### src/rtl/tsdcq_pkg.sv
// ----------------------------------------------------------------------------
// tsdcq_pkg
// shared types and constants of the tau spectrum density / cdf / quantile block
// ----------------------------------------------------------------------------
package tsdcq_pkg;

  localparam int FRAC_BITS    = 30;
  localparam int BISECT_STEPS = 30;
  localparam int WORD_W       = 32;
  localparam int VAL_W        = 40;
  localparam int MUL_A_W      = 32;
  localparam int MUL_B_W      = 34;
  localparam int FULL_W       = MUL_A_W + MUL_B_W;
  localparam int PROD_W       = FULL_W - FRAC_BITS;
  localparam int DIV_SHIFT    = 3;
  localparam int STEP_W       = 4;
  localparam int ITER_W       = $clog2(BISECT_STEPS);

  typedef logic signed [VAL_W-1:0]  val_t;
  typedef logic signed [WORD_W-1:0] word_t;
  typedef logic [FRAC_BITS:0]       unit_t;

  localparam longint ONE_L = longint'(1) << FRAC_BITS;

  localparam val_t  ONE_Q   = val_t'(ONE_L);
  localparam val_t  TWO_Q   = val_t'(2 * ONE_L);
  localparam val_t  FIVE_Q  = val_t'(5 * ONE_L);
  localparam val_t  C13_Q   = val_t'(ONE_L / 3);
  localparam val_t  C43_Q   = val_t'((4 * ONE_L) / 3);
  localparam val_t  C53_Q   = val_t'((5 * ONE_L) / 3);
  localparam val_t  C83_Q   = val_t'((8 * ONE_L) / 3);
  // ceil(2^(frac+3) / 3), rounded-up reciprocal for the divide by three
  localparam val_t  RECIP3_Q = val_t'(((ONE_L << DIV_SHIFT) + 2) / 3);
  localparam val_t  HALF_Q  = val_t'(ONE_L / 2);
  localparam unit_t ONE_U   = unit_t'(ONE_L);
  localparam word_t POL_MAX = word_t'(ONE_L);
  localparam word_t POL_MIN = word_t'(-ONE_L);
  localparam logic [ITER_W-1:0] ITER_LAST = ITER_W'(BISECT_STEPS - 1);

  typedef enum logic [1:0] {
    CMD_DENSITY  = 2'd0,
    CMD_CDF      = 2'd1,
    CMD_EXCEED   = 2'd2,
    CMD_QUANTILE = 2'd3
  } cmd_t;

  typedef struct packed {
    val_t a;
    val_t b;
  } mul_req_t;

  typedef struct packed {
    logic [PROD_W-1:0] mag;
    logic              neg;
  } mul_res_t;

  typedef struct packed {
    logic valid;
    val_t value;
    logic bad;
  } fin_t;

endpackage

### src/rtl/tsdcq_mul.sv
// ----------------------------------------------------------------------------
// tsdcq_mul
// shared signed fixed-point multiplier, product truncated toward zero, registered
// ----------------------------------------------------------------------------
module tsdcq_mul (
  input  logic                clk,
  input  tsdcq_pkg::mul_req_t req,
  output tsdcq_pkg::mul_res_t res
);
  import tsdcq_pkg::*;

  logic [VAL_W-1:0]  abs_a;
  logic [VAL_W-1:0]  abs_b;
  logic [FULL_W-1:0] full;
  mul_res_t          res_r;
  mul_res_t          res_nxt;

  always_comb begin
    abs_a       = req.a[VAL_W-1] ? VAL_W'(-req.a) : VAL_W'(req.a);
    abs_b       = req.b[VAL_W-1] ? VAL_W'(-req.b) : VAL_W'(req.b);
    full        = FULL_W'(abs_a[MUL_A_W-1:0]) * FULL_W'(abs_b[MUL_B_W-1:0]);
    res_nxt.mag = full[FULL_W-1:FRAC_BITS];
    res_nxt.neg = req.a[VAL_W-1] ^ req.b[VAL_W-1];
  end

  always_ff @(posedge clk) begin
    res_r <= res_nxt;
  end

  assign res = res_r;

endmodule

### src/rtl/tsdcq_core.sv
// ----------------------------------------------------------------------------
// tsdcq_core
// sequencer for density, cdf, exceedance and bisection quantile over the shared multiplier
// ----------------------------------------------------------------------------
module tsdcq_core (
  input  logic              clk,
  input  logic              rst_n,
  input  logic              go,
  input  logic [1:0]        cmd,
  input  logic signed [31:0] argument,
  input  tsdcq_pkg::word_t  polarization,
  output logic              busy,
  output tsdcq_pkg::fin_t   fin
);
  import tsdcq_pkg::*;

  typedef enum logic [1:0] {
    ST_IDLE = 2'b01,
    ST_EVAL = 2'b10
  } state_t;

  state_t            state_r, state_nxt;
  cmd_t              cmd_r, cmd_nxt;
  word_t             arg_r, arg_nxt;
  val_t              x_r, x_nxt;
  val_t              x2_r, x2_nxt;
  val_t              x3_r, x3_nxt;
  val_t              acc_r, acc_nxt;
  logic [STEP_W-1:0] step_r, step_nxt;
  logic [ITER_W-1:0] iter_r, iter_nxt;
  unit_t             lo_r, lo_nxt;
  unit_t             hi_r, hi_nxt;

  mul_req_t          req;
  mul_res_t          res;
  val_t              pv;
  val_t              dv;
  val_t              pol;
  val_t              ax;
  val_t              rv;
  cmd_t              in_cmd;
  unit_t             lo_n;
  unit_t             hi_n;
  logic [FRAC_BITS+1:0] sum_n;

  tsdcq_mul u_mul (
    .clk (clk),
    .req (req),
    .res (res)
  );

  always_comb begin
    pv     = res.neg ? -val_t'(res.mag) : val_t'(res.mag);
    dv     = res.neg ? -val_t'(res.mag >> DIV_SHIFT) : val_t'(res.mag >> DIV_SHIFT);
    pol    = val_t'(polarization);
    ax     = val_t'(argument);
    rv     = val_t'(arg_r);
    in_cmd = cmd_t'(cmd);
    lo_n   = lo_r;
    hi_n   = hi_r;
    if (dv > rv) begin
      hi_n = x_r[FRAC_BITS:0];
    end else begin
      lo_n = x_r[FRAC_BITS:0];
    end
    sum_n  = {1'b0, lo_n} + {1'b0, hi_n};
  end

  always_comb begin
    state_nxt = state_r;
    cmd_nxt   = cmd_r;
    arg_nxt   = arg_r;
    x_nxt     = x_r;
    x2_nxt    = x2_r;
    x3_nxt    = x3_r;
    acc_nxt   = acc_r;
    step_nxt  = step_r;
    iter_nxt  = iter_r;
    lo_nxt    = lo_r;
    hi_nxt    = hi_r;
    req.a     = '0;
    req.b     = '0;
    fin       = '0;

    unique case (state_r)
      ST_IDLE: begin
        if (go) begin
          cmd_nxt  = in_cmd;
          arg_nxt  = argument;
          x_nxt    = ax;
          step_nxt = '0;
          unique case (in_cmd)
            CMD_DENSITY: begin
              if (ax < 0 || ax >= ONE_Q) begin
                fin.valid = 1'b1;
              end else begin
                state_nxt = ST_EVAL;
              end
            end
            CMD_CDF, CMD_EXCEED: begin
              if (ax <= 0) begin
                fin.valid = 1'b1;
                fin.value = (in_cmd == CMD_EXCEED) ? ONE_Q : '0;
              end else if (ax >= ONE_Q) begin
                fin.valid = 1'b1;
                fin.value = (in_cmd == CMD_EXCEED) ? '0 : ONE_Q;
              end else begin
                state_nxt = ST_EVAL;
              end
            end
            CMD_QUANTILE: begin
              fin.bad = (ax < 0) || (ax > ONE_Q);
              if (ax <= 0) begin
                fin.valid = 1'b1;
              end else if (ax >= ONE_Q) begin
                fin.valid = 1'b1;
                fin.value = ONE_Q;
              end else begin
                lo_nxt    = '0;
                hi_nxt    = ONE_U;
                iter_nxt  = '0;
                x_nxt     = HALF_Q;
                state_nxt = ST_EVAL;
              end
            end
            default: begin
              fin.valid = 1'b1;
            end
          endcase
        end
      end

      ST_EVAL: begin
        step_nxt = step_r + STEP_W'(1);
        if (cmd_r == CMD_DENSITY) begin
          unique case (step_r)
            4'd0: begin
              req.a = x_r;
              req.b = x_r;
            end
            4'd1: begin
              x2_nxt = pv;
              req.a  = x_r;
              req.b  = pv;
            end
            4'd2: begin
              x3_nxt = pv;
              req.a  = C43_Q;
              req.b  = pv;
            end
            4'd3: begin
              acc_nxt = C53_Q - ((x2_r <<< 1) + x2_r) + pv;
              req.a   = C83_Q;
              req.b   = x3_r;
            end
            4'd4: begin
              x3_nxt = C13_Q - ((x2_r <<< 1) + x2_r) + pv;
            end
            4'd5: begin
              req.a = pol;
              req.b = x3_r;
            end
            4'd6: begin
              fin.valid = 1'b1;
              fin.value = acc_r - pv;
              state_nxt = ST_IDLE;
            end
            default: begin
              state_nxt = ST_IDLE;
            end
          endcase
        end else begin
          unique case (step_r)
            4'd0: begin
              req.a = x_r;
              req.b = x_r;
            end
            4'd1: begin
              x2_nxt = pv;
              req.a  = x_r;
              req.b  = pv;
            end
            4'd2: begin
              x3_nxt = pv;
              req.a  = x_r - ONE_Q;
              req.b  = x_r - ONE_Q;
            end
            4'd3: begin
              req.a = (x_r <<< 1) + ONE_Q;
              req.b = pv;
            end
            4'd4: begin
              req.a = pol;
              req.b = pv;
            end
            4'd5: begin
              acc_nxt = FIVE_Q - ((x2_r <<< 1) + x2_r) + x3_r - pv;
            end
            4'd6: begin
              req.a = x_r;
              req.b = acc_r;
            end
            4'd7: begin
              req.a = RECIP3_Q;
              req.b = pv;
            end
            4'd8: begin
              unique case (cmd_r)
                CMD_CDF: begin
                  fin.valid = 1'b1;
                  fin.value = dv;
                  state_nxt = ST_IDLE;
                end
                CMD_EXCEED: begin
                  fin.valid = 1'b1;
                  fin.value = ONE_Q - dv;
                  state_nxt = ST_IDLE;
                end
                default: begin
                  if (dv == rv) begin
                    fin.valid = 1'b1;
                    fin.value = x_r;
                    state_nxt = ST_IDLE;
                  end else if (iter_r == ITER_LAST) begin
                    fin.valid = 1'b1;
                    fin.value = val_t'(sum_n[FRAC_BITS+1:1]);
                    state_nxt = ST_IDLE;
                  end else begin
                    lo_nxt   = lo_n;
                    hi_nxt   = hi_n;
                    x_nxt    = val_t'(sum_n[FRAC_BITS+1:1]);
                    iter_nxt = iter_r + ITER_W'(1);
                    step_nxt = '0;
                  end
                end
              endcase
            end
            default: begin
              state_nxt = ST_IDLE;
            end
          endcase
        end
      end

      default: begin
        state_nxt = ST_IDLE;
      end
    endcase
  end

  always_ff @(posedge clk) begin
    if (!rst_n) begin
      state_r <= ST_IDLE;
      step_r  <= '0;
      iter_r  <= '0;
    end else begin
      state_r <= state_nxt;
      step_r  <= step_nxt;
      iter_r  <= iter_nxt;
    end
  end

  always_ff @(posedge clk) begin
    cmd_r <= cmd_nxt;
    arg_r <= arg_nxt;
    x_r   <= x_nxt;
    x2_r  <= x2_nxt;
    x3_r  <= x3_nxt;
    acc_r <= acc_nxt;
    lo_r  <= lo_nxt;
    hi_r  <= hi_nxt;
  end

  assign busy = (state_r != ST_IDLE);

endmodule

### src/rtl/tau_spectrum_density_cdf_quantile_top.sv
// ----------------------------------------------------------------------------
// tau_spectrum_density_cdf_quantile_top
// polarization-dependent tau energy-fraction spectrum: density, cdf,
// exceedance and quantile by bisection, one shared multiplier
// ----------------------------------------------------------------------------
// latency runs from the accept edge to the strobe: density passes once through its
// multiply steps, cdf and exceedance once through theirs, quantile once per bisection step
// arguments outside [0,1], and on its edges but for a density at 0, answer from idle
// busy holds off the next request until the strobe cycle, one sequencer step per cycle
// rst_n synchronous active low: polarization cleared to 0, sequencer idle
// result shown for one cycle on out_strobe, the receiver cannot stall
module tau_spectrum_density_cdf_quantile_top (
  input  logic               clk,
  input  logic               rst_n,
  input  logic               start,
  output logic               busy,
  input  logic [1:0]         in_cmd,
  input  logic signed [31:0] in_argument,
  output logic               out_strobe,
  output logic [31:0]        out_value,
  output logic               out_bad_argument,
  input  logic               cfg_we,
  input  logic [31:0]        cfg_data
);
  import tsdcq_pkg::*;

  word_t        pol_r, pol_nxt;
  word_t        cfg_s;
  fin_t         fin;
  logic         core_busy;
  logic         strobe_r;
  logic [31:0]  value_r, value_nxt;
  logic         bad_r;

  tsdcq_core u_core (
    .clk          (clk),
    .rst_n        (rst_n),
    .go           (start),
    .cmd          (in_cmd),
    .argument     (in_argument),
    .polarization (pol_r),
    .busy         (core_busy),
    .fin          (fin)
  );

  // polarization saturates to +-1 on write
  always_comb begin
    cfg_s   = word_t'(cfg_data);
    pol_nxt = pol_r;
    if (cfg_we) begin
      priority if (cfg_s > POL_MAX) begin
        pol_nxt = POL_MAX;
      end else if (cfg_s < POL_MIN) begin
        pol_nxt = POL_MIN;
      end else begin
        pol_nxt = cfg_s;
      end
    end
  end

  // output saturates to 0..2
  always_comb begin
    priority if (fin.value < 0) begin
      value_nxt = '0;
    end else if (fin.value > TWO_Q) begin
      value_nxt = TWO_Q[31:0];
    end else begin
      value_nxt = fin.value[31:0];
    end
  end

  always_ff @(posedge clk) begin
    if (!rst_n) begin
      pol_r    <= '0;
      strobe_r <= 1'b0;
    end else begin
      pol_r    <= pol_nxt;
      strobe_r <= fin.valid;
    end
  end

  always_ff @(posedge clk) begin
    if (fin.valid) begin
      value_r <= value_nxt;
      bad_r   <= fin.bad;
    end
  end

  assign busy             = core_busy;
  assign out_strobe       = strobe_r;
  assign out_value        = value_r;
  assign out_bad_argument = bad_r;

endmodule
### config.mk
export PLATFORM = sky130hd
export DESIGN_NAME = tau_spectrum_density_cdf_quantile_top
export DESIGN_NICKNAME = d
export VERILOG_FILES = /design/src/rtl/tsdcq_pkg.sv /design/src/rtl/tsdcq_mul.sv /design/src/rtl/tsdcq_core.sv /design/src/rtl/tau_spectrum_density_cdf_quantile_top.sv
export SDC_FILE = /design/constraint.sdc
export NUM_CORES = 2
export LEC_CHECK = 0
export BUFFER_PORTS_ARGS = -buffer_cell sky130_fd_sc_hd__buf_4
export CORE_ASPECT_RATIO = 2
export CORE_MARGIN = 8
export CORE_UTILIZATION = 50
export CTS_CLUSTER_DIAMETER = 60
export DETAILED_ROUTE_END_ITERATION = 16
export GPL_ROUTABILITY_DRIVEN = 1
export GPL_TIMING_DRIVEN = 0
export PLACE_DENSITY_LB_ADDON = 0.3
export SYNTH_ARGS = -nofsm -noshare
export SYNTH_HDL_FRONTEND = slang
export SYNTH_HIERARCHICAL = 1
export SYNTH_SLANG_ARGS = --single-unit
### constraint.sdc
create_clock -name clk -period 12.45 [get_ports clk]
set_input_delay 0 -clock clk [delete_from_list [all_inputs] [get_ports clk]]
set_output_delay 0 -clock clk [all_outputs]
set_load 0.03 [all_outputs]
==> summary.md, run 1 <==
| Metric | Value |
|---|---|
| Cts bufs inserted | `34` |
| Total GRT Usage | `0.5604` |
| RePlAce Congestion | `roughly 1.1` |
| Chip height | `545.2 um` |
| Longest Clk Path Bufs | `3` |
| Clk sinks | `362` |
| Err | `[ERROR GRT-0116] Global routing finished with congestion. Check the congestion regions in the DRC Viewer.` |
| Cell Area, Synth | `approximately 70,000 sq um` |
| Syn_nets | `between 9,000 and 10,000` |
| Global-route wire length before repair | `603,900 um` |
| I/O Buffers | `approximately 100` |
| Largest net degree at the start of global routing | `36` |
| Status | `stopped before the end` |
| DPL Wire Length | `between 300,000 and 400,000 um` |
| Die X-Extent | `about 280 um` |
| Num ports | `105` |
| Initial Utilization | `0.5025` |
| Syn_area_per_cell | `approximately 8.6 sq um` |
| Exit stage | `5_1_grt` |
| Vias in the first global route | `75,060` |
| H-Tree Level Count | `2` |
| Clock Tree Root | `clkbuf_16` |
| GRT overflow | `59` |
| Row count | `roughly 190` |
| Cells after Synth | `around 8,200` |
| Yosys warns | `6` |
==> per-stage QoR <==
stage	instance area (sq um)	utilization	worst slack, ps	instances
floorplan	70010	-	267.6	8150
global placement	73130	0.5248	-7643	10120
detailed placement	74230	0.5328	-6523	10160
CTS	79310	0.5693	-365.3	10380
==> repair_timing <==
action | 4_1_cts
hold buffers | 71
endpoints found under the hold margin | 111
buffers inserted | 103
cloned | 1
endpoints found under the setup margin | 67
resized for setup | 586
pin swaps | 101
==> layer usage <==
| metal | global-route usage | GRT overflow |
|---|---|---|
| met5 | 0.03685 | 0 |
| met4 | 0.6683 | 22 |
| met3 | 0.2866 | 1 |
| met2 | 0.8300 | 36 |
| met1 | 0.5003 | 0 |
==> run 2, diff against run 1 <==
Settings changed: CORE_ASPECT_RATIO 2 to default, CORE_UTILIZATION 50 to 35, CTS_CLUSTER_DIAMETER 60 to default, PLACE_DENSITY_LB_ADDON 0.3 to 0.15.
Clock period 12.45 ns to 16.2 ns, I/O delays scaled along.
==> summary.md, run 2 <==
| Metric | Value |
|---|---|
| Worst Hold Class | `in -> reg` |
| WL per Instance | `between 20 and 30 um` |
| Overall via count from detail_route | `roughly 60,000` |
| Crit share post-route | `0.9794` |
| Row count | `164 (-15%)` |
| Die area | `approximately 210,000 sq um` |
| Clock Tree Root | `clkbuf_16` |
| Die X-Extent | `463.3 um (+65%)` |
| CTS tree | `yes` |
| Cell Area, Synth | `70,010 sq um (unchanged)` |
| Overall power | `8.228 mW` |
| Power density over the cells | `106.4 nW/um^2` |
| GRT overflow | `0` |
| Critical path buffer and inverter count | `8` |
| Syn_area_per_cell | `8.591 sq um (unchanged)` |
| Cells after Synth | `8,150 (unchanged)` |
| Worst slew pin tran | `1549 ps` |
| Commonest non-fill, non-tap cells in the layout | `inv_1, nand2_1, fa_1` |
| Global-route wire length before repair | `approximately 440,000 um` |
| Max FO, Critical Path | `10` |
| Antenna Nets Post-Route | `0` |
| I/O Buffers | `104 (unchanged)` |
| Placed cell areas | `74,920 sq um (+0.93%)` |
| Cts bufs inserted | `41 (+21%)` |
| Final Hold Viols | `0` |
| Core ar. | `approximately 200,000 sq um` |
| Longest Clk Path Bufs | `3 (unchanged)` |
| Initial antenna violation count | `20` |
| Final wirelength | `roughly 310,000 um` |
| Vias in the first global route | `61,720` |
| Setup crit end kind | `register` |
| Drc violations | `0` |
| Chip height | `463.3 um (-15%)` |
| Lkg Pwr | `35.92 nW` |
| Final Setup Violations | `0` |
| Clock transition at path regs | `approximately 60 ps` |
| Required @ worst endpoint | `approximately 17,000 ps` |
| Max-cap violation count | `4` |
| Pre-antenna DRT Iters | `8` |
| H-Tree Level Count | `2 (unchanged)` |
| Largest registers | `u_core/acc_r (40), u_core/x2_r (40), u_core/x3_r (40)` |
| Layout Cells excl Fill | `11,090` |
| Max_slew headroom | `-0.04003` |
| Finished Cell Area | `roughly 77,000 sq um` |
| TNS Setup | `0 ps` |
| Final #Nets | `a little over 10,000` |
| CP most frequent cell | `fa_1` |
| Layout Area Growth over Synthesis | `10.46%` |
| DP Cell Count | `10,940 (+7.6%)` |
| Detail-routed via count per cell | `about 5.6` |
| Largest net degree at the start of global routing | `36` |
| Kind of critical path | `reg -> reg` |
| Slowest cell on the critical path | `xnor2_1` |
| Total GRT Usage | `0.2814` |
| Final Max Tran Viols | `14` |
| Clock latency on the worst-skew pair | `approximately 650 ps` |
| Maximum VDD drop | `0.1051 mV` |
| Arr. time, crit path | `roughly 16,000 ps` |
| Clk sinks | `362 (unchanged)` |
| RSZ-0062 raised after global routing | `no` |
| Clk_skew | `around 41 ps` |
| Worst Setup Start Kind | `register` |
| Peak Freq | `~63 MHz` |
| Share of cells above drive strength 1 | `0.05386` |
| Final min period | `roughly 16,000 ps` |
| Final worst slack | `between 300 and 400 ps` |
| CP delay by family, top | `adder cells` |
| DRT iter0 DRCs | `6,138` |
| Syn_nets | `9,867 (unchanged)` |
| Most common cell after layout, fill and taps aside | `inv_1` |
| Failing checks | `max-capacitance violations, max-slew violations` |
| RePlAce Congestion | `1.006 (-11%)` |
| Initial Utilization | `0.3514 (-0.1511)` |
| Pre-CTS WS | `-689.8 ps (+5833 ps)` |
| Status | `finished, violations left` |
| Yosys warns | `6 (unchanged)` |
| Num ports | `105 (unchanged)` |
| Largest stage delay on the critical path | `1040 ps` |
| DPL Wire Length | `264,600 um (-14%)` |
==> run 2: path summary, 6_finish.rpt <==
| path | from | cells past startpoint | slack (ps) | to |
|---|---|---|---|---|
| min reg2reg | pol_r[24]$_SDFFE_PN0P_ | 1 | 500 | pol_r[24]$_SDFFE_PN0P_ |
| max | u_core/u_mul/res[0]$_DFF_P_ | 39 | 330 | u_core/u_mul/res[27]$_DFF_P_ |
| min | in_argument[11] | 2 | 110 | u_core/arg_r[11]$_DFFE_PP_ |
| max reg2reg | u_core/u_mul/res[0]$_DFF_P_ | 39 | 330 | u_core/u_mul/res[27]$_DFF_P_ |
==> run 2: metal layers <==
| metal | track usage | vias to the layer above | share of wire |
|---|---|---|---|
| met1 | 0.4045 | 31330 | 0.45 |
| met4 | 0.1118 | 4 | 0.050 |
| met3 | 0.04911 | 511 | 0.081 |
| met2 | 0.4193 | 2628 | 0.42 |
| met5 | 0 | - | 0.000086 |
| li1 | - | 27140 | - |
==> run 2: final cells by class <==
cell class,count,area [sq um]
antenna,4,10.01
buffer,408,1662
clock buffer,57,1221
clock inverter,19,216.5
fill,20550,121900
inverter,1254,4707
multi-input combinational,6126,54170
sequential,362,10060
tap,2656,3323
timing repair buffer,204,1976
==> run 2: power breakdown <==
| group | leakage (nW) | internal, mW | switching [mW] |
|---|---|---|---|
| Clock | 0.711 | 0.582 | 0.452 |
| Combinational | 31.9 | 1.94 | 3.99 |
| Sequential | 3.29 | 1.19 | 0.0691 |
==> run 2: metrics by stage <==
step / hold WS (ps) / utilization
after CTS: 67.02 / 0.3872
after global routing: 108.1 / 0.3881
after global placement: 204.7 / 0.3720
final: 105.7 / 0.3882
after floorplan: 89.36 / -
after detailed placement: 205.6 / 0.3760
==> run 2: timing repair <==
item | CTS | global route
hold buffers | 71 | 0
setup endpoints to repair | 21 | 25
endpoints found under the hold margin | 106 | 0
resized for setup | 12 | 49
pin swaps | 1 | 0
buffers inserted | 1 | 0
==> run 2: worst register-to-register path: cells and delay by family (launching register included) <==
family | cells | cell delay [ps]
AND/OR/NAND/NOR | 11 | 3070
XOR/XNOR | 3 | 2060
AO/OA/AOI/OAI | 8 | 2710
buffers and inverters | 8 | 2810
flip-flops | 1 | 490
adder cells (fa/ha/maj) | 9 | 4640
(Power assumes the default switching activity.)
